**src/sv/fpba_pkg.sv**
```systemverilog
// Shared types and constants for the fit-policy block allocator.
// No dependencies; every other file in sv/ imports this package.
`timescale 1ns / 1ps

package fpba_pkg;

  // Defaults for the top-level parameters
  localparam int NUM_BLOCKS_DEF = 8;
  localparam int SIZE_BITS_DEF  = 16;

  // Fixed field widths of the channels and the configuration port
  localparam int AMOUNT_W    = 16;
  localparam int SLOT_W      = 3;
  localparam int POLICY_W    = 2;
  localparam int BIU_W       = 4;
  localparam int CFG_INDEX_W = 1;
  localparam int CFG_DATA_W  = 4;

  // Configuration register indexes
  localparam logic [CFG_INDEX_W-1:0] CFG_IDX_FIT_POLICY    = 1'b0;
  localparam logic [CFG_INDEX_W-1:0] CFG_IDX_BLOCKS_IN_USE = 1'b1;

  // Register reset values
  localparam logic [BIU_W-1:0] BIU_RESET = 4'd8;

  typedef enum logic [POLICY_W-1:0] {
    FIT_FIRST = 2'd0,
    FIT_BEST  = 2'd1,
    FIT_WORST = 2'd2
  } fit_policy_t;

  typedef enum logic {
    FUNC_LOAD    = 1'b0,
    FUNC_REQUEST = 1'b1
  } func_t;

  typedef enum logic [1:0] {
    ST_IDLE,
    ST_SCAN,
    ST_FINISH
  } state_t;

  typedef struct packed {
    logic                func;
    logic [SLOT_W-1:0]   block_slot;
    logic [AMOUNT_W-1:0] amount;
  } in_item_t;

  typedef struct packed {
    logic                granted;
    logic [SLOT_W-1:0]   chosen_slot;
    logic [AMOUNT_W-1:0] left_over;
  } out_item_t;

  // Status from the shared compare/subtract unit
  typedef struct packed {
    logic fits;    // candidate size covers the request
    logic better;  // candidate beats the current pick under the policy
    logic take;    // candidate becomes the new pick
  } fit_cmp_t;

endpackage

```
**src/sv/fpba_fit_unit.sv**
```systemverilog
// Shared compare/subtract unit of the fit-policy block allocator.
// Depends on fpba_pkg for the policy codes and the status struct.
`timescale 1ns / 1ps

module fpba_fit_unit #(
  parameter int SIZE_BITS = fpba_pkg::SIZE_BITS_DEF,
  parameter int AMT_W     = fpba_pkg::AMOUNT_W
) (
  input  logic [fpba_pkg::POLICY_W-1:0] policy,
  input  logic [SIZE_BITS-1:0]          cand,
  input  logic [SIZE_BITS-1:0]          pick,
  input  logic                          have_pick,
  input  logic [AMT_W-1:0]              amount,
  output fpba_pkg::fit_cmp_t            status,
  output logic [SIZE_BITS-1:0]          diff
);
  import fpba_pkg::*;

  logic [AMT_W-1:0] cand_ext;

  assign cand_ext = AMT_W'(cand);
  // Only meaningful when the candidate fits, so the amount fits SIZE_BITS
  assign diff     = cand - amount[SIZE_BITS-1:0];

  always_comb begin
    status.fits = (cand_ext >= amount);
    case (fit_policy_t'(policy))
      FIT_BEST:  status.better = (cand < pick);
      FIT_WORST: status.better = (cand > pick);
      default:   status.better = 1'b0;
    endcase
    status.take = status.fits && (!have_pick || status.better);
  end

endmodule

```
**src/sv/fit_policy_block_allocator.sv**
```systemverilog
// Top level of the fit-policy block allocator: free-size table, scan sequencer,
// output register. Depends on fpba_pkg and fpba_fit_unit.
`timescale 1ns / 1ps

// Usage
//   Input channel (in_valid / in_stall / in_data) carries one beat per item:
//   a load writes a table entry's free size, a request asks for an amount.
//   Output channel (out_valid / out_stall / out_data) returns one beat per
//   item: grant flag, chosen slot, and the entry's remaining size.
//   Configuration: cfg_write with cfg_index selects fit_policy (first, best,
//   worst fit) or blocks_in_use; write only while the block is idle.
// Sequencing
//   A load goes from accept straight to the final step, which loads its result
//   into the output register once that register is free. A request scans the
//   entries in use one per cycle through the table's registered read port and
//   the shared compare unit, then writes back in the final step. One item is in
//   flight at a time; in_stall is high from the accept until the result is
//   loaded into the output register, so a new item is not taken before that.
// Reset
//   rst clears every entry's valid bit (unwritten entries read as zero),
//   sets fit_policy to first fit and blocks_in_use to eight, and empties the
//   output register. No clearing pass is needed.
// Back-pressure
//   While out_stall holds the output beat, the block may accept and work on
//   the next item; it then waits in its final step until the beat is taken.

module fit_policy_block_allocator #(
  parameter int NUM_BLOCKS = fpba_pkg::NUM_BLOCKS_DEF,
  parameter int SIZE_BITS  = fpba_pkg::SIZE_BITS_DEF
) (
  input  logic                             clk,
  input  logic                             rst,
  input  logic                             cfg_write,
  input  logic [fpba_pkg::CFG_INDEX_W-1:0] cfg_index,
  input  logic [fpba_pkg::CFG_DATA_W-1:0]  cfg_data,
  input  logic                             in_valid,
  output logic                             in_stall,
  input  fpba_pkg::in_item_t               in_data,
  output logic                             out_valid,
  input  logic                             out_stall,
  output fpba_pkg::out_item_t              out_data
);
  import fpba_pkg::*;

  localparam int IDX_W  = (NUM_BLOCKS > 1) ? $clog2(NUM_BLOCKS) : 1;
  localparam int CNT_W  = $clog2(NUM_BLOCKS + 1);
  localparam int LIM_W  = (CNT_W > BIU_W) ? CNT_W : BIU_W;
  localparam int AMT_W  = (SIZE_BITS > AMOUNT_W) ? SIZE_BITS : AMOUNT_W;
  localparam int SWID_W = IDX_W + SLOT_W;
  localparam logic [AMT_W-1:0]  SIZE_MAX = AMT_W'({SIZE_BITS{1'b1}});
  localparam logic [LIM_W-1:0]  NB_LIM   = LIM_W'(NUM_BLOCKS);
  localparam logic [SWID_W-1:0] NB_SLOT  = SWID_W'(NUM_BLOCKS);

  // Configuration registers
  logic [POLICY_W-1:0] fit_policy;
  logic [BIU_W-1:0]    blocks_in_use;

  // Sequencer
  state_t state, state_next;
  logic   accept;
  logic   out_free;
  logic   iss_go;
  logic   scan_done;
  logic   finish_fire;

  // Latched item
  logic              op_func;
  logic [SLOT_W-1:0] op_slot;
  logic [AMT_W-1:0]  op_amount;
  logic [LIM_W-1:0]  lim;
  logic [LIM_W-1:0]  lim_in;
  logic [LIM_W-1:0]  biu_ext;

  // Scan pipeline
  logic [LIM_W-1:0]     iss;
  logic                 rd_vld;
  logic [IDX_W-1:0]     rd_idx;
  logic [SIZE_BITS-1:0] rd_data;
  logic                 rd_entry_vld;
  logic [SIZE_BITS-1:0] cand;
  logic                 found;
  logic [IDX_W-1:0]     pick_idx;
  logic [SIZE_BITS-1:0] pick_size;

  // Table: sizes in a memory, valid bits in flops
  logic [SIZE_BITS-1:0] mem [NUM_BLOCKS];
  logic                 vbits [NUM_BLOCKS];
  logic                 wr_en;
  logic [IDX_W-1:0]     wr_addr;
  logic [SIZE_BITS-1:0] wr_data;

  // Shared unit
  fit_cmp_t             cmp;
  logic [SIZE_BITS-1:0] unit_a;
  logic [SIZE_BITS-1:0] diff;

  // Result assembly
  logic [SWID_W-1:0]    slot_wide;
  logic                 slot_ok;
  logic [IDX_W-1:0]     slot_addr;
  logic [AMT_W-1:0]     load_val;
  logic [SIZE_BITS-1:0] load_size;
  logic [SWID_W-1:0]    pick_wide;
  logic [AMT_W-1:0]     load_ext;
  logic [AMT_W-1:0]     diff_ext;
  out_item_t            result;

  // ---------------------------------------------------------------- config
  always_ff @(posedge clk) begin
    if (rst) begin
      fit_policy    <= FIT_FIRST;
      blocks_in_use <= BIU_RESET;
    end else if (cfg_write) begin
      unique case (cfg_index)
        CFG_IDX_FIT_POLICY:    fit_policy    <= cfg_data[POLICY_W-1:0];
        CFG_IDX_BLOCKS_IN_USE: blocks_in_use <= cfg_data[BIU_W-1:0];
        default: ;
      endcase
    end
  end

  // ------------------------------------------------------------- sequencer
  assign in_stall    = (state != ST_IDLE);
  assign accept      = in_valid && !in_stall;
  assign out_free    = !out_valid || !out_stall;
  assign iss_go      = (state == ST_SCAN) && (iss < lim);
  assign scan_done   = (state == ST_SCAN) && !iss_go && !rd_vld;
  assign finish_fire = (state == ST_FINISH) && out_free;

  always_ff @(posedge clk) begin
    if (rst) begin
      state <= ST_IDLE;
    end else begin
      state <= state_next;
    end
  end

  always_comb begin
    state_next = state;
    unique case (state)
      ST_IDLE: begin
        if (accept) begin
          state_next = (in_data.func == FUNC_REQUEST) ? ST_SCAN : ST_FINISH;
        end
      end
      ST_SCAN: begin
        if (scan_done) begin
          state_next = ST_FINISH;
        end
      end
      ST_FINISH: begin
        // hold here until the output register can take the beat
        if (out_free) begin
          state_next = ST_IDLE;
        end
      end
      default: state_next = ST_IDLE;
    endcase
  end

  // Clamp the scan length to the table depth
  assign biu_ext = LIM_W'(blocks_in_use);
  assign lim_in  = (biu_ext > NB_LIM) ? NB_LIM : biu_ext;

  // Latch the item on accept
  always_ff @(posedge clk) begin
    if (accept) begin
      op_func   <= in_data.func;
      op_slot   <= in_data.block_slot;
      op_amount <= AMT_W'(in_data.amount);
      lim       <= lim_in;
    end
  end

  // ------------------------------------------------------------ scan loop
  // Issue one table read per cycle; the registered read port returns the entry for comparing.
  always_ff @(posedge clk) begin
    if (rst) begin
      rd_vld <= 1'b0;
      found  <= 1'b0;
    end else begin
      rd_vld <= iss_go;
      if (accept) begin
        found <= 1'b0;
      end else if (rd_vld && cmp.take) begin
        found <= 1'b1;
      end
    end
  end

  always_ff @(posedge clk) begin
    if (accept) begin
      iss <= '0;
    end else if (iss_go) begin
      iss    <= iss + 1'b1;
      rd_idx <= iss[IDX_W-1:0];
    end
    if (rd_vld && cmp.take) begin
      pick_idx  <= rd_idx;
      pick_size <= cand;
    end
  end

  // Registered read port of the table
  always_ff @(posedge clk) begin
    if (iss_go) begin
      rd_data      <= mem[iss[IDX_W-1:0]];
      rd_entry_vld <= vbits[iss[IDX_W-1:0]];
    end
  end

  // Never-written entries read as zero
  assign cand = rd_entry_vld ? rd_data : '0;

  // During the scan the unit rates candidates; at the end it subtracts
  assign unit_a = (state == ST_FINISH) ? pick_size : cand;

  fpba_fit_unit #(
    .SIZE_BITS (SIZE_BITS),
    .AMT_W     (AMT_W)
  ) u_fit (
    .policy    (fit_policy),
    .cand      (unit_a),
    .pick      (pick_size),
    .have_pick (found),
    .amount    (op_amount),
    .status    (cmp),
    .diff      (diff)
  );

  // ----------------------------------------------------------- write-back
  assign slot_wide = SWID_W'(op_slot);
  assign slot_ok   = (slot_wide < NB_SLOT);
  assign slot_addr = slot_wide[IDX_W-1:0];
  // Saturate a load to the largest storable size
  assign load_val  = (op_amount > SIZE_MAX) ? SIZE_MAX : op_amount;
  assign load_size = load_val[SIZE_BITS-1:0];

  always_comb begin
    wr_en   = 1'b0;
    wr_addr = pick_idx;
    wr_data = diff;
    if (finish_fire) begin
      if (op_func == FUNC_LOAD) begin
        wr_en   = slot_ok;
        wr_addr = slot_addr;
        wr_data = load_size;
      end else begin
        wr_en = found;
      end
    end
  end

  always_ff @(posedge clk) begin
    if (wr_en) begin
      mem[wr_addr] <= wr_data;
    end
  end

  always_ff @(posedge clk) begin
    if (rst) begin
      for (int i = 0; i < NUM_BLOCKS; i++) begin
        vbits[i] <= 1'b0;
      end
    end else if (wr_en) begin
      vbits[wr_addr] <= 1'b1;
    end
  end

  // --------------------------------------------------------------- result
  assign pick_wide = SWID_W'(pick_idx);
  assign load_ext  = AMT_W'(load_size);
  assign diff_ext  = AMT_W'(diff);

  always_comb begin
    result = '0;
    if (op_func == FUNC_LOAD) begin
      // a load past the table echoes the slot but writes nothing
      result.chosen_slot = op_slot;
      if (slot_ok) begin
        result.granted   = 1'b1;
        result.left_over = load_ext[AMOUNT_W-1:0];
      end
    end else if (found) begin
      result.granted     = 1'b1;
      result.chosen_slot = pick_wide[SLOT_W-1:0];
      result.left_over   = diff_ext[AMOUNT_W-1:0];
    end
  end

  // Output register: advance on take, hold while stalled
  always_ff @(posedge clk) begin
    if (rst) begin
      out_valid <= 1'b0;
    end else if (finish_fire) begin
      out_valid <= 1'b1;
    end else if (!out_stall) begin
      out_valid <= 1'b0;
    end
  end

  always_ff @(posedge clk) begin
    if (finish_fire) begin
      out_data <= result;
    end
  end

endmodule

```
**config.mk**
```make
export PLATFORM = sky130hd
export DESIGN_NAME = fit_policy_block_allocator
export DESIGN_NICKNAME = d
export VERILOG_FILES = /design/src/sv/fpba_pkg.sv /design/src/sv/fpba_fit_unit.sv /design/src/sv/fit_policy_block_allocator.sv
export SDC_FILE = /design/constraint.sdc
export NUM_CORES = 1
export LEC_CHECK = 0
export BUFFER_PORTS_ARGS = -buffer_cell sky130_fd_sc_hd__buf_2
export CAP_MARGIN = 20
export CORE_AREA = 10 10 139 141
export DETAILED_ROUTE_END_ITERATION = 16
export DIE_AREA = 0 0 149 151
export PLACE_DENSITY = 0.83
export SYNTH_ARGS = -nofsm -noshare
export SYNTH_HDL_FRONTEND = slang
export SYNTH_HIERARCHICAL = 1
export SYNTH_SLANG_ARGS = --single-unit
```
**constraint.sdc**
```tcl
create_clock -name clk -period 7.4 [get_ports clk]
set_input_delay 0 -clock clk [delete_from_list [all_inputs] [get_ports clk]]
set_output_delay 0 -clock clk [all_outputs]
set_load 0.005 [all_outputs]
```
# --- Word-level counts from Yosys, hierarchy flattened ---
# Memory sizes are Yosys's and may differ from the RTL's. A register that Yosys moved wholly into a read port is not among the register bits.
# Index checks and enable logic that the tools add are counted.
word_totals:
  register_bits: 81
  mem_bits_rw: 136
  in_bits: 30
  output_inout_bits: 22
  elab_cells: 91
  mem_count: 2
memory_table:
  columns: ["name", "words", "word_bits", "rd", "rd_clocked_by_memory_dff", "write_ports", "line_no", "rtl"]
  rows:
  - ["mem", 8, 16, 1, 1, 1, "fit_policy_block_allocator.sv:86", "logic [SIZE_BITS-1:0] mem [NUM_BLOCKS];"]
  - ["vbits", 8, 1, 1, 1, 8, "fit_policy_block_allocator.sv:87", "logic vbits [NUM_BLOCKS];"]
classes:
  addsub: 2
  n_lt_le_gt_ge: 7
  n_eq_ne: 8
  n_mux: 30
  n_bitwise: 2
  n_reduce_logical: 23
op_table:
  columns: ["op", "count"]
  rows:
  - ["$mux W16", 6]
  - ["$mux W20", 2]
  - ["$ge A16 B16 Y1", 1]
  - ["$gt A16 B16 Y1", 1]
  - ["$gt A16 B16 Y1 const B", 1]
  - ["$lt A16 B16 Y1", 1]
  - ["$sub A16 B16 Y16", 1]
  - ["$mux W1", 13]
  - ["$mux W3", 3]
  - ["$mux W2", 4]
  - ["$logic_and A1 B1 Y1", 7]
  - ["$logic_not A1 Y1", 6]
  - ["$ne A2 B2 Y1 const B", 3]
  - ["$pmux W2 S3", 1]
  - ["$reduce_and A2 Y1", 3]
  - ["$add A4 B1 Y4 const B", 1]
  - ["$eq A2 B1 Y1 const B", 2]
  - ["$eq A2 B2 Y1 const B", 2]
  - ["$gt A4 B4 Y1 const B", 1]
  - ["$lt A3 B4 Y1 const B", 1]
  - ["$lt A4 B4 Y1", 1]
  - ["$reduce_and A3 Y1", 1]
  - ["$logic_not A2 Y1", 1]
  - ["$logic_or A1 B1 Y1", 2]
  - ["6 further kinds", 7]

# --- Longest topological paths before layout ---
# Gate-level depths: netlist of run 1.
logic_depth:
  ltp_word: 9
  depth_mapped: 16
  depth_no_buf: 15

# --- By module ---
# The synthesis of run 1 kept the hierarchy.
by_module_without_submodules:
  columns: ["module", "instances", "cells_each", "area_per_inst_um2", "seq_area_each_um2"]
  rows:
  - ["fit_policy_block_allocator", 1, 563, 9295.2, 6796.5]
  - ["fpba_fit_unit", 1, 189, 1335.0, 0.0]

# --- Worst setup path after synthesis of run 1 ---
# No wires, ideal clock.
synth_path:
  path_type: "flip-flop to flip-flop"
  from: "register state[0]"
  to: "register pick_idx[0], enable pin"
  setup_time_ns: 0.378
  arrival_time_ns: 2.943
  required_time_ns: 7.022
  setup_slack_ns: 4.079
  path_stages_with_launch: 15
  n_path_buf: 3
  period_less_slack_ns: 3.321
  cell_sequence: "dfxtp_1 nand2b_1 buf_2 buf_1 nand2_1 nand2_1 ha_1 buf_2 and4_4 nand3_2 nor4_2 nor4_1 a31oi_2 a21boi_2 and2_1"
synth_rtl:
  columns: ["element", "line_no", "rtl"]
  rows:
  - ["start, declared", "fit_policy_block_allocator.sv:59", "state_t state, state_next;"]
  - ["start signal, assigned", "fit_policy_block_allocator.sv:134", "state <= state_next;"]
  - ["end signal, assigned", "fit_policy_block_allocator.sv:199", "pick_idx <= rd_idx;"]
  - ["end, declared", "fit_policy_block_allocator.sv:82", "logic [IDX_W-1:0] pick_idx;"]

==> insert_results.sql, run 1 <==
INSERT INTO impl_metrics (metric_group, metric, value, unit) VALUES
('timing', 'final_setup_violations', '0', ''),
('timing', 'hold_viol', '0', ''),
('global_route', 'grt_pass1_wl', '37400', 'um'),
('floorplan', 'top_level_ports', '52', ''),
('global_route', 'grt_max_degree', '48', ''),
('finish', 'fillerInstances', '891', ''),
('synth', 'synth_instances', '751', ''),
('critical_path', 'r2r_worst_path_depth', '14', ''),
('placed_design', 'io_buffers', '51', ''),
('synth', 'syn_area', '0.0106', 'mm2'),
('routing', 'wire_length_per_cell', '22.0', 'um'),
('timing', 'drv_slew', '0', ''),
('power_and_ir_drop', 'leakagePower', '4.58', 'nW'),
('clock_tree', 'cts-root-to-sink-buffers', '3', ''),
('critical_path', 'setup.worst_path.start_class', 'flop', ''),
('clock_tree', 'tritoncts.num_buffers', '25', ''),
('hold_path', 'whs_endpoint', 'op_amount[3]', ''),
('global_route', 'number_of_global_route_vias_before_repair', '6916', ''),
('critical_path', 'worstReg2RegStart', 'state[0]', ''),
('routing', 'drt-total-wl', '24100', 'um'),
('clock_tree', 'cts_tree', 'built', ''),
('hold_path', 'min_delay_path_depth', '2', ''),
('hold_path', 'hold_path.class', 'primary input to flop', ''),
('floorplan', 'fp.dieH', '151', 'um'),
('routing', 'drt_pass1_iterations', '7', ''),
('power_and_ir_drop', 'p_per_area', '265', 'mW/mm2'),
('timing', 'max_slew_margin', '26.2', '%'),
('clock_tree', 'h-tree-depth', '1', ''),
('critical_path', 'worstReg2RegEnd', 'pick_size[0]', ''),
('floorplan', 'core_region_area', '0.0165', 'mm2'),
('synth', 'mappedNetlistNets', '820', ''),
('critical_path', 'critical_path_peak_fanout', '21', ''),
('placed_design', 'place_ws', '3.63', 'ns'),
('routing', 'vias_per_cell', '6.08', ''),
('status', 'run_status', 'finished clean', ''),
('synth', 'ys_warn_count', '6', ''),
('timing', 'layout_min_cycle_time', '3.89', 'ns'),
('timing', 'setup_ws', '3.51', 'ns'),
('critical_path', 'crit_type', 'flop to flop', ''),
('critical_path', 'worst_reg2reg_setup_slack', '3.51', 'ns'),
('clock_tree', 'clock_latency', '0.53', 'ns'),
('timing', 'clock-skew-final', '0.0154', 'ns'),
('placed_design', 'place.gp.congestion', '0.865', ''),
('floorplan', 'die_width', '149', 'um'),
('placed_design', 'placed_cells', '1004', ''),
('floorplan', 'design.die.area', '0.0225', 'mm2'),
('timing', 'grt_setup_unrepaired', 'no', ''),
('timing', 'max_freq', '0.257', 'GHz'),
('clock_tree', 'tritoncts_num_sinks', '234', ''),
('routing', 'number_of_vias_in_the_routed_layout', '6644', ''),
('flow_run', 'cap_viol_max_count', '0', ''),
('timing', 'post-route-period-util', '52.6', '%'),
('finish', 'instances_no_fill', '1093', ''),
('power_and_ir_drop', 'vdd_ir_drop_max', '0.185', 'mV'),
('clock_tree', 'cts-resized-gates', '0', ''),
('routing', 'drtIter0Drc', '733', ''),
('global_route', 'globalRoute.totalOverflow', '0', ''),
('floorplan', 'initial_utilization', '64.5', '%'),
('timing', 'tightestPinTransition', '1.11', 'ns'),
('finish', 'areaGrowthSynthToFinish', '16.2', '%'),
('critical_path', 'critical_path.startpoint', 'state[0]', ''),
('global_route', 'number_of_antenna_violations_at_the_first_check_in_global_routing', '1', ''),
('finish', 'nets_final', '923', ''),
('critical_path', 'critPathRequiredTime', '7.55', 'ns'),
('clock_tree', 'cts.clk_slew.worst_paths', '0.06', 'ns'),
('routing', 'drcViolationCount', '0', ''),
('clock_tree', 'ctsRootBufferMaster', 'sky130_fd_sc_hd__clkbuf_16', ''),
('finish', 'drive_above_1_share', '20.8', '%'),
('placed_design', 'detailed_place_hpwl', '14700', 'um'),
('synth', 'synth.avg_cell_area', '14.1', 'um2'),
('timing', 'setup_total_negative_slack', '0', 'ns'),
('critical_path', 'worst-endpoint-arrival', '4.03', 'ns'),
('floorplan', 'num_rows', '47', ''),
('routing', 'detail-route-antenna-nets', '0', ''),
('hold_path', 'min_from', 'in_data[3]', ''),
('critical_path', 'critical_path.endpoint_type', 'flop', ''),
('global_route', 'all_layer_global_routing_usage', '21.3', '%');
[state kept, by name, summed over array words and instances, names as in the netlist, 2 cells and up]
register / flops
rd_idx: 3
biu_ext: 4
op_amount: 16
vbits: 8
lim: 4
mem: 128
pick_idx: 3
iss: 4
rd_data: 16
state: 2
pick_size: 16
fit_policy: 2
out_data: 20
op_slot: 3
[layout by cell type, fill, tap and decap left out, types with 28 or more instances in the layout]
cell                            count
sky130_fd_sc_hd__a21oi_1           38
sky130_fd_sc_hd__buf_2             51
sky130_fd_sc_hd__dlygate4sd3_1     39
sky130_fd_sc_hd__edfxtp_1         211
sky130_fd_sc_hd__ha_1              38
sky130_fd_sc_hd__inv_1             64
sky130_fd_sc_hd__mux2_2            33
sky130_fd_sc_hd__mux4_2            30
sky130_fd_sc_hd__nand2_1           68
sky130_fd_sc_hd__nand3_1           28
sky130_fd_sc_hd__nor2_1            32
[metrics by stage]
stage	util (%)	hold slack (ns)	total power [mW]	area (um2)
after detailed placement	67.4	0.178	2.08	11100
after global routing	74.9	0.183	3.38	12300
after global placement	67.4	0.177	2.05	11100
after floorplan	-	0.0989	1.96	10600
final	75.0	0.194	3.27	12300
after CTS	74.5	0.170	3.28	12300
[timing repair]
item                      CTS  global route
hold buffers               39             0
setup buffers               0             0
hold endpoints to repair   43             0
[power by group]
part           switching (mW)  leakage, nW  internal (mW)
clock                   0.489        0.375          0.695
sequential             0.0210         2.11           1.55
combinational           0.304         2.10          0.213
[layout make-up]
| class | count | area [um2] | area share (%) |
|---|---|---|---|
| sequential | 234 | 6800 | 55.1 |
| multi-input combinational | 424 | 3450 | 27.9 |
| timing repair buffer | 105 | 801 | 6.49 |
| clock buffer | 32 | 652 | 5.28 |
| tap | 220 | 275 | 2.23 |
| inverter | 64 | 240 | 1.95 |
| clock inverter | 11 | 124 | 1.00 |
| antenna | 3 | 7.51 | 0.0608 |
[how the worst max path moves through the flow]
stage | to | cells after the start
6_report | pick_size[0] | 14
5_1_grt | found | 16
4_1_cts | pick_idx[0] | 14
3_5_place_dp | pick_size[0] | 14
3_3_place_gp | pick_size[2] | 14
2_1_floorplan | pick_idx[0] | 14
[worst max-delay path: stages, from the launching register on]
cell                        delay, ns
sky130_fd_sc_hd__dfxtp_1         0.49
sky130_fd_sc_hd__nand2b_1        0.17
sky130_fd_sc_hd__buf_4           0.26
sky130_fd_sc_hd__nand2_1         0.09
sky130_fd_sc_hd__nand2_1         0.07
sky130_fd_sc_hd__inv_1           0.05
sky130_fd_sc_hd__ha_1            0.22
sky130_fd_sc_hd__fa_1            0.41
sky130_fd_sc_hd__nor2b_1         0.18
sky130_fd_sc_hd__o2111ai_1       0.13
sky130_fd_sc_hd__nand2_1         0.20
sky130_fd_sc_hd__o21ai_1         0.14
sky130_fd_sc_hd__a31oi_2         0.15
sky130_fd_sc_hd__a21boi_2        0.17
sky130_fd_sc_hd__and2_1          0.74
[metal layers]
layer  wire, um  vias up  global-route usage [%]
met1       9510     3319                    26.5
met3       1480       55                    3.73
met2      12400      256                    37.0
li1           -     3014                       -
met4        650        0                    7.46
met5          0        -                       0
Note: power is estimated with default switching activity, not from simulation.
==> run 2: changes to the inputs <==
Settings changed: ABC_AREA set to 1, CORE_AREA 10 10 139 141 to 10 10 145 147, DIE_AREA 0 0 149 151 to 0 0 155 157, PLACE_DENSITY 0.83 to 0.79.
Clock period 7.4 ns to 3.7 ns, I/O delays scaled along.
==> run 2 against run 1 <==
Compared with the run above:
- first-iteration DRC count is 0.68% lower
- die area up 8.2%
- utilization down 6.3 points
- via count grew 22%
- power rose to 2.6 times the previous value
- critical endpoint is now mem[7][14]
==> insert_results.sql, run 2 <==
INSERT INTO impl_metrics (metric_group, metric, value, unit) VALUES
('floorplan', 'top_level_ports', '52', ''),
('global_route', 'grt_pass1_wl', '40900', 'um'),
('floorplan', 'fp.dieH', '157', 'um'),
('power_and_ir_drop', 'vdd_ir_drop_max', '0.520', 'mV'),
('global_route', 'all_layer_global_routing_usage', '21.0', '%'),
('finish', 'max_flop_register', 'mem', ''),
('global_route', 'number_of_global_route_vias_before_repair', '7938', ''),
('clock_tree', 'cts_tree', 'built', ''),
('timing', 'max_freq', '0.293', 'GHz'),
('clock_tree', 'ctsRootBufferMaster', 'sky130_fd_sc_hd__clkbuf_16', ''),
('routing', 'drt-total-wl', '26200', 'um'),
('critical_path', 'crit_top_cell', 'sky130_fd_sc_hd__nand2_1', ''),
('power_and_ir_drop', 'leakagePower', '5.27', 'nW'),
('timing', 'post-route-period-util', '92.2', '%'),
('synth', 'syn_area', '0.0109', 'mm2'),
('critical_path', 'critical_path.startpoint', 'state[0]', ''),
('floorplan', 'num_rows', '50', ''),
('timing', 'tightestPinTransition', '0.870', 'ns'),
('routing', 'drcViolationCount', '0', ''),
('routing', 'detail-route-antenna-nets', '0', ''),
('floorplan', 'die_width', '155', 'um'),
('finish', 'drive_above_1_share', '12.0', '%'),
('critical_path', 'timing.critical_path.buf_inv', '2', ''),
('critical_path', 'critical_path.slowest_cell', 'sky130_fd_sc_hd__dfxtp_1', ''),
('critical_path', 'critical_path_peak_fanout', '17', ''),
('timing', 'setup_ws', '0.288', 'ns'),
('floorplan', 'design.die.area', '0.0243', 'mm2'),
('timing', 'hold_viol', '0', ''),
('floorplan', 'core_region_area', '0.0183', 'mm2'),
('critical_path', 'critPathRequiredTime', '3.93', 'ns'),
('routing', 'number_of_vias_in_the_routed_layout', '8087', ''),
('timing', 'max_slew_margin', '42.0', '%'),
('global_route', 'globalRoute.totalOverflow', '0', ''),
('flow_run', 'cap_viol_max_count', '0', ''),
('hold_path', 'hold_path.class', 'primary input to flop', ''),
('routing', 'drt_pass1_iterations', '6', ''),
('global_route', 'grt_max_degree', '74', ''),
('hold_path', 'min_from', 'in_data[16]', ''),
('finish', 'nets_final', '1251', ''),
('clock_tree', 'clock_latency', '0.53', 'ns'),
('critical_path', 'critical_path.endpoint_type', 'flop', ''),
('finish', 'most_frequent_cells_in_the_layout', 'sky130_fd_sc_hd__nand2_1 (221), sky130_fd_sc_hd__edfxtp_1 (211), sky130_fd_sc_hd__nor2_1 (149), sky130_fd_sc_hd__o21ai_0 (134), sky130_fd_sc_hd__inv_1 (119)', ''),
('clock_tree', 'postCtsSetupRepairBufs', '0', ''),
('timing', 'grt_setup_unrepaired', 'no', ''),
('floorplan', 'initial_utilization', '59.5', '%'),
('clock_tree', 'cts-resized-gates', '0', ''),
('critical_path', 'cpLargestDelayFamily', 'compound AO/OA/AOI/OAI gates', ''),
('timing', 'final_setup_violations', '0', ''),
('clock_tree', 'cts.clk_slew.worst_paths', '0.06', 'ns'),
('timing', 'clock-skew-final', '0.0107', 'ns'),
('clock_tree', 'tritoncts.num_buffers', '25', ''),
('clock_tree', 'cts-root-to-sink-buffers', '3', ''),
('routing', 'vias_per_cell', '5.63', ''),
('routing', 'drtIter0Drc', '728', ''),
('status', 'run_status', 'finished clean', ''),
('timing', 'drv_slew', '0', ''),
('placed_design', 'place_ws', '0.273', 'ns'),
('power_and_ir_drop', 'p_per_area', '672', 'mW/mm2'),
('critical_path', 'worst-endpoint-arrival', '3.64', 'ns'),
('synth', 'ys_warn_count', '6', ''),
('timing', 'layout_min_cycle_time', '3.41', 'ns'),
('global_route', 'number_of_antenna_violations_at_the_first_check_in_global_routing', '1', ''),
('finish', 'top_regs', 'mem: 128 flops, out_data: 20 flops', ''),
('placed_design', 'io_buffers', '51', ''),
('routing', 'wire_length_per_cell', '18.2', 'um'),
('synth', 'mappedNetlistNets', '1152', ''),
('finish', 'areaGrowthSynthToFinish', '15.3', '%'),
('finish', 'largest_reg_flops', '128', ''),
('placed_design', 'detailed_place_hpwl', '16000', 'um'),
('critical_path', 'crit_type', 'flop to flop', ''),
('timing', 'setup_total_negative_slack', '0', 'ns'),
('critical_path', 'timing.critical_path.slowest_cell_delay', '0.56', 'ns'),
('finish', 'mostFrequentLayoutCell', 'sky130_fd_sc_hd__nand2_1', ''),
('clock_tree', 'h-tree-depth', '1', ''),
('synth', 'synth.avg_cell_area', '10.1', 'um2'),
('critical_path', 'worstReg2RegStart', 'state[0]', ''),
('placed_design', 'place.gp.congestion', '0.894', ''),
('synth', 'synth_instances', '1083', ''),
('critical_path', 'cp_cell_sequence', 'nor2_2 -> o21ai_0 -> inv_1 -> ha_1 -> fa_1 -> o21ai_2 -> nand2_1 -> nand3_2 -> nand2_2 -> nand2_2 -> nand3_2 -> nand2_1 -> nand2_1 -> nand2_1 -> inv_1 -> o22ai_1', ''),
('critical_path', 'setup.worst_path.start_class', 'flop', ''),
('clock_tree', 'tritoncts_num_sinks', '234', '');
run 2: layout make-up:
cell class                 count  area, um2
sequential                   234       6800
fill                        1318       5740
multi-input combinational    684       3460
timing repair buffer         110        791
clock buffer                  27        633
inverter                     127        479
tap                          234        293
clock inverter                19        129
antenna                        1       2.50
run 2: repair_timing:
action | CTS | global route
hold buffers | 37 | 0
endpoints found under the setup margin | 0 | 27
hold endpoints to repair | 49 | 0
run 2: path summary, 6_finish.rpt:
kind,slack [ns],cells after the start,to
worst max-delay path,0.29,16,mem[7][14]
worst min register to register,0.42,0,pick_idx[0]
worst max register to register,0.29,16,mem[7][14]
worst min-delay path,0.19,2,op_slot[0]
run 2: report_power, final:
part / total (mW) / switching (mW) / internal [mW]
sequential: 3.53 / 0.0814 / 3.45
combinational: 2.61 / 1.83 / 0.782
clock: 2.32 / 1.01 / 1.31
total: 8.46 / 2.92 / 5.54
run 2: per-layer routing:
metal  vias up  track usage, %  share of wire, %
li1       3855               -                 -
met1      3783            26.7                41
met2       378            34.6                48
met3        71            4.20               8.8
met4         0            8.01               2.9
met5         -               0                 0
run 2: through the flow:
| stage | util (%) | total power, mW | hold slack [ns] | instances | cell area (um2) |
|---|---|---|---|---|---|
| 6_report | 68.7 | 8.46 | 0.187 | 1436 | 12600 |
| 5_1_grt | 68.7 | 8.92 | 0.191 | 1436 | 12600 |
| 4_1_cts | 68.6 | 8.41 | 0.171 | 1434 | 12600 |
| 3_5_place_dp | 62.4 | 6.05 | 0.179 | 1351 | 11400 |
| 3_3_place_gp | 62.4 | 5.98 | 0.176 | 1351 | 11400 |
| 2_1_floorplan | - | 5.29 | 0.0691 | 1083 | 10900 |
==> run 3: changes to the inputs <==
Settings changed: CELL_PAD_IN_SITES_DETAIL_PLACEMENT set to 1, CELL_PAD_IN_SITES_GLOBAL_PLACEMENT set to 1, CORE_AREA 10 10 145 147 to 10 10 161 163, DIE_AREA 0 0 155 157 to 0 0 171 173, PLACE_DENSITY 0.79 to unset, PLACE_DENSITY_LB_ADDON set to 0.1.
==> run 3 against run 2 <==
Compared with the run above:
- sequential share of layout area fell by 0.73 points
- die area rose by 22%
- worst setup slack got worse by 0.0019 ns
- cell count rose by 4.2%
- critical path depth did not move
- cell area rose by 1.4%
- power rose by 2.4%
- fmax barely moved
- worst hold slack got worse by 0.16 ns
- via count fell by 0.52%
- clock-buffer cell count rose by 3
- first-iteration DRC count fell by 32%
- critical path type unchanged
==> insert_results.sql, run 3 (synthesis results as in run 2) <==
INSERT INTO impl_metrics (metric_group, metric, value, unit) VALUES
('floorplan', 'design.die.area', '0.0296', 'mm2'),
('global_route', 'globalRoute.totalOverflow', '0', ''),
('power_and_ir_drop', 'vdd_ir_drop_max', '0.475', 'mV'),
('placed_design', 'io_buffers', '51', ''),
('floorplan', 'fp.dieH', '173', 'um'),
('power_and_ir_drop', 'leakagePower', '5.33', 'nW'),
('critical_path', 'crit_type', 'flop to flop', ''),
('floorplan', 'top_level_ports', '52', ''),
('clock_tree', 'clock_latency', '0.54', 'ns'),
('routing', 'number_of_vias_in_the_routed_layout', '8045', ''),
('status', 'run_status', 'finished clean', ''),
('clock_tree', 'ctsRootBufferMaster', 'sky130_fd_sc_hd__clkbuf_16', ''),
('critical_path', 'crit_top_cell', 'sky130_fd_sc_hd__nand2_1', ''),
('finish', 'largest_reg_flops', '128', ''),
('timing', 'grt_setup_unrepaired', 'no', ''),
('critical_path', 'r2r_worst_path_depth', '16', ''),
('floorplan', 'num_rows', '55', ''),
('critical_path', 'worst-endpoint-arrival', '3.70', 'ns'),
('critical_path', 'critical_path.slowest_cell', 'sky130_fd_sc_hd__nor2_2', ''),
('routing', 'drt_pass1_iterations', '5', ''),
('placed_design', 'place.gp.congestion', '0.860', ''),
('timing', 'layout_min_cycle_time', '3.41', 'ns'),
('critical_path', 'timing.critical_path.buf_inv', '3', ''),
('timing', 'tightestPinTransition', '0.880', 'ns'),
('timing', 'post-route-period-util', '92.3', '%'),
('routing', 'drcViolationCount', '0', ''),
('finish', 'instances_no_fill', '1496', ''),
('power_and_ir_drop', 'total_design_power', '8.66', 'mW'),
('critical_path', 'worstReg2RegEnd', 'mem[3][15]', ''),
('finish', 'drive_above_1_share', '12.2', '%'),
('hold_path', 'min_delay_path_depth', '5', ''),
('routing', 'drt-total-wl', '29800', 'um'),
('critical_path', 'worstReg2RegStart', 'state[1]', ''),
('timing', 'clock-skew-final', '0.00864', 'ns'),
('finish', 'top_regs', 'mem: 128 flops, out_data: 20 flops', ''),
('timing', 'drv_slew', '0', ''),
('timing', 'setup_total_negative_slack', '0', 'ns'),
('timing', 'max_slew_margin', '41.4', '%'),
('finish', 'fillerInstances', '2492', ''),
('hold_path', 'hold_path.class', 'primary input to flop', ''),
('clock_tree', 'tritoncts_num_sinks', '234', ''),
('finish', 'max_flop_register', 'mem', ''),
('placed_design', 'detailed_place_hpwl', '19200', 'um'),
('placed_design', 'placed_cells', '1410', ''),
('routing', 'vias_per_cell', '5.38', ''),
('timing', 'final_setup_violations', '0', ''),
('power_and_ir_drop', 'p_per_area', '679', 'mW/mm2'),
('critical_path', 'critPathRequiredTime', '3.99', 'ns'),
('clock_tree', 'postCtsSetupRepairBufs', '0', ''),
('clock_tree', 'h-tree-depth', '1', ''),
('critical_path', 'worst_reg2reg_setup_slack', '0.29', 'ns'),
('global_route', 'number_of_global_route_vias_before_repair', '8412', ''),
('critical_path', 'cp_cell_sequence', 'inv_2 -> nor2_2 -> nand2_1 -> o21ai_0 -> ha_1 -> a21oi_1 -> o21ai_0 -> a21oi_1 -> nand2_1 -> nand2_1 -> nand2_1 -> inv_1 -> o21ai_0 -> nand2_1 -> o21ai_0 -> buf_4', ''),
('critical_path', 'critical_path_peak_fanout', '14', ''),
('routing', 'wire_length_per_cell', '20.0', 'um'),
('clock_tree', 'cts_tree', 'built', ''),
('critical_path', 'critical_path.startpoint', 'state[1]', ''),
('hold_path', 'min_from', 'out_stall', ''),
('finish', 'most_frequent_cells_in_the_layout', 'sky130_fd_sc_hd__nand2_1 (221), sky130_fd_sc_hd__edfxtp_1 (211), sky130_fd_sc_hd__nor2_1 (149), sky130_fd_sc_hd__o21ai_0 (134), sky130_fd_sc_hd__inv_1 (119)', ''),
('critical_path', 'timing.critical_path.slowest_cell_delay', '0.59', 'ns'),
('global_route', 'number_of_antenna_violations_at_the_first_check_in_global_routing', '1', ''),
('global_route', 'all_layer_global_routing_usage', '19.7', '%'),
('finish', 'final_core_utilization', '56.5', '%'),
('critical_path', 'cpLargestDelayFamily', 'compound AO/OA/AOI/OAI gates', ''),
('critical_path', 'setup.worst_path.start_class', 'flop', ''),
('finish', 'areaGrowthSynthToFinish', '16.9', '%'),
('routing', 'drtIter0Drc', '493', ''),
('critical_path', 'critical_path.endpoint_type', 'flop', ''),
('timing', 'max_freq', '0.293', 'GHz'),
('clock_tree', 'tritoncts.num_buffers', '25', ''),
('floorplan', 'die_width', '171', 'um'),
('clock_tree', 'cts.clk_slew.worst_paths', '0.06', 'ns'),
('hold_path', 'whs_endpoint', 'state[1]', ''),
('routing', 'detail-route-antenna-nets', '0', ''),
('global_route', 'grt_pass1_wl', '46100', 'um'),
('global_route', 'grt_max_degree', '74', ''),
('flow_run', 'cap_viol_max_count', '0', ''),
('clock_tree', 'cts-resized-gates', '0', ''),
('timing', 'holdWs', '0.0274', 'ns'),
('floorplan', 'core_region_area', '0.0226', 'mm2'),
('timing', 'hold_viol', '0', ''),
('clock_tree', 'cts-root-to-sink-buffers', '3', ''),
('floorplan', 'initial_utilization', '48.4', '%'),
('finish', 'nets_final', '1261', ''),
('finish', 'mostFrequentLayoutCell', 'sky130_fd_sc_hd__nand2_1', '');
-- run 3: routing by layer --
| metal | global-route usage [%] | wire (um) |
|---|---|---|
| met1 | 26.0 | 13400 |
| met2 | 33.3 | 14700 |
| met3 | 2.73 | 1170 |
| met4 | 4.60 | 558 |
| met5 | 0 | 0 |
-- run 3: worst max-delay path by stage --
stage | to | cells past startpoint
3_5_place_dp | mem[1][15] | 17
5_1_grt | mem[5][15] | 15
6_report | mem[3][15] | 16
3_3_place_gp | mem[2][15] | 16
2_1_floorplan | pick_idx[0] | 15
4_1_cts | mem[5][15] | 17
-- run 3: power by group --
group / switching, mW / leakage, nW / internal [mW]
Clock: 1.01 / 0.378 / 1.38
Combinational: 1.91 / 2.84 / 0.832
Sequential: 0.0884 / 2.12 / 3.45
-- run 3: final cells by class --
| cell class | count | area [um2] | share of cell area (%) |
|---|---|---|---|
| repair buffers | 120 | 883 | 6.92 |
| flip-flops and latches | 234 | 6800 | 53.3 |
| clock inverters | 15 | 133 | 1.04 |
| well taps | 285 | 357 | 2.79 |
| multi-input cells | 684 | 3460 | 27.1 |
| diodes | 1 | 2.50 | 0.0196 |
| inverters | 127 | 479 | 3.76 |
| clock buffers | 30 | 644 | 5.05 |
-- run 3: through the flow --
stage	setup WS, ns	area [um2]
after floorplan	0.722	10900
after global placement	0.483	11600
after detailed placement	0.330	11600
after CTS	0.304	12700
after global routing	0.0362	12800
final	0.286	12800
-- run 3: worst reg2reg max path, cell delays in order, from the launching register on --
cell and delay [ns]:
sky130_fd_sc_hd__dfxtp_1 0.39, sky130_fd_sc_hd__inv_2 0.10, sky130_fd_sc_hd__nor2_2 0.60, sky130_fd_sc_hd__nand2_1 0.11, sky130_fd_sc_hd__o21ai_0 0.21, sky130_fd_sc_hd__ha_1 0.37, sky130_fd_sc_hd__a21oi_1 0.23, sky130_fd_sc_hd__o21ai_0 0.15
sky130_fd_sc_hd__a21oi_1 0.22, sky130_fd_sc_hd__nand2_1 0.08, sky130_fd_sc_hd__nand2_1 0.08, sky130_fd_sc_hd__nand2_1 0.06, sky130_fd_sc_hd__inv_1 0.07, sky130_fd_sc_hd__o21ai_0 0.10, sky130_fd_sc_hd__nand2_1 0.09, sky130_fd_sc_hd__o21ai_0 0.13
sky130_fd_sc_hd__buf_4 0.20
-- run 3: repair_timing --
action | in CTS | in global routing
setup endpoints to repair | 0 | 12
hold buffers | 39 | 0
endpoints found under the hold margin | 39 | 0
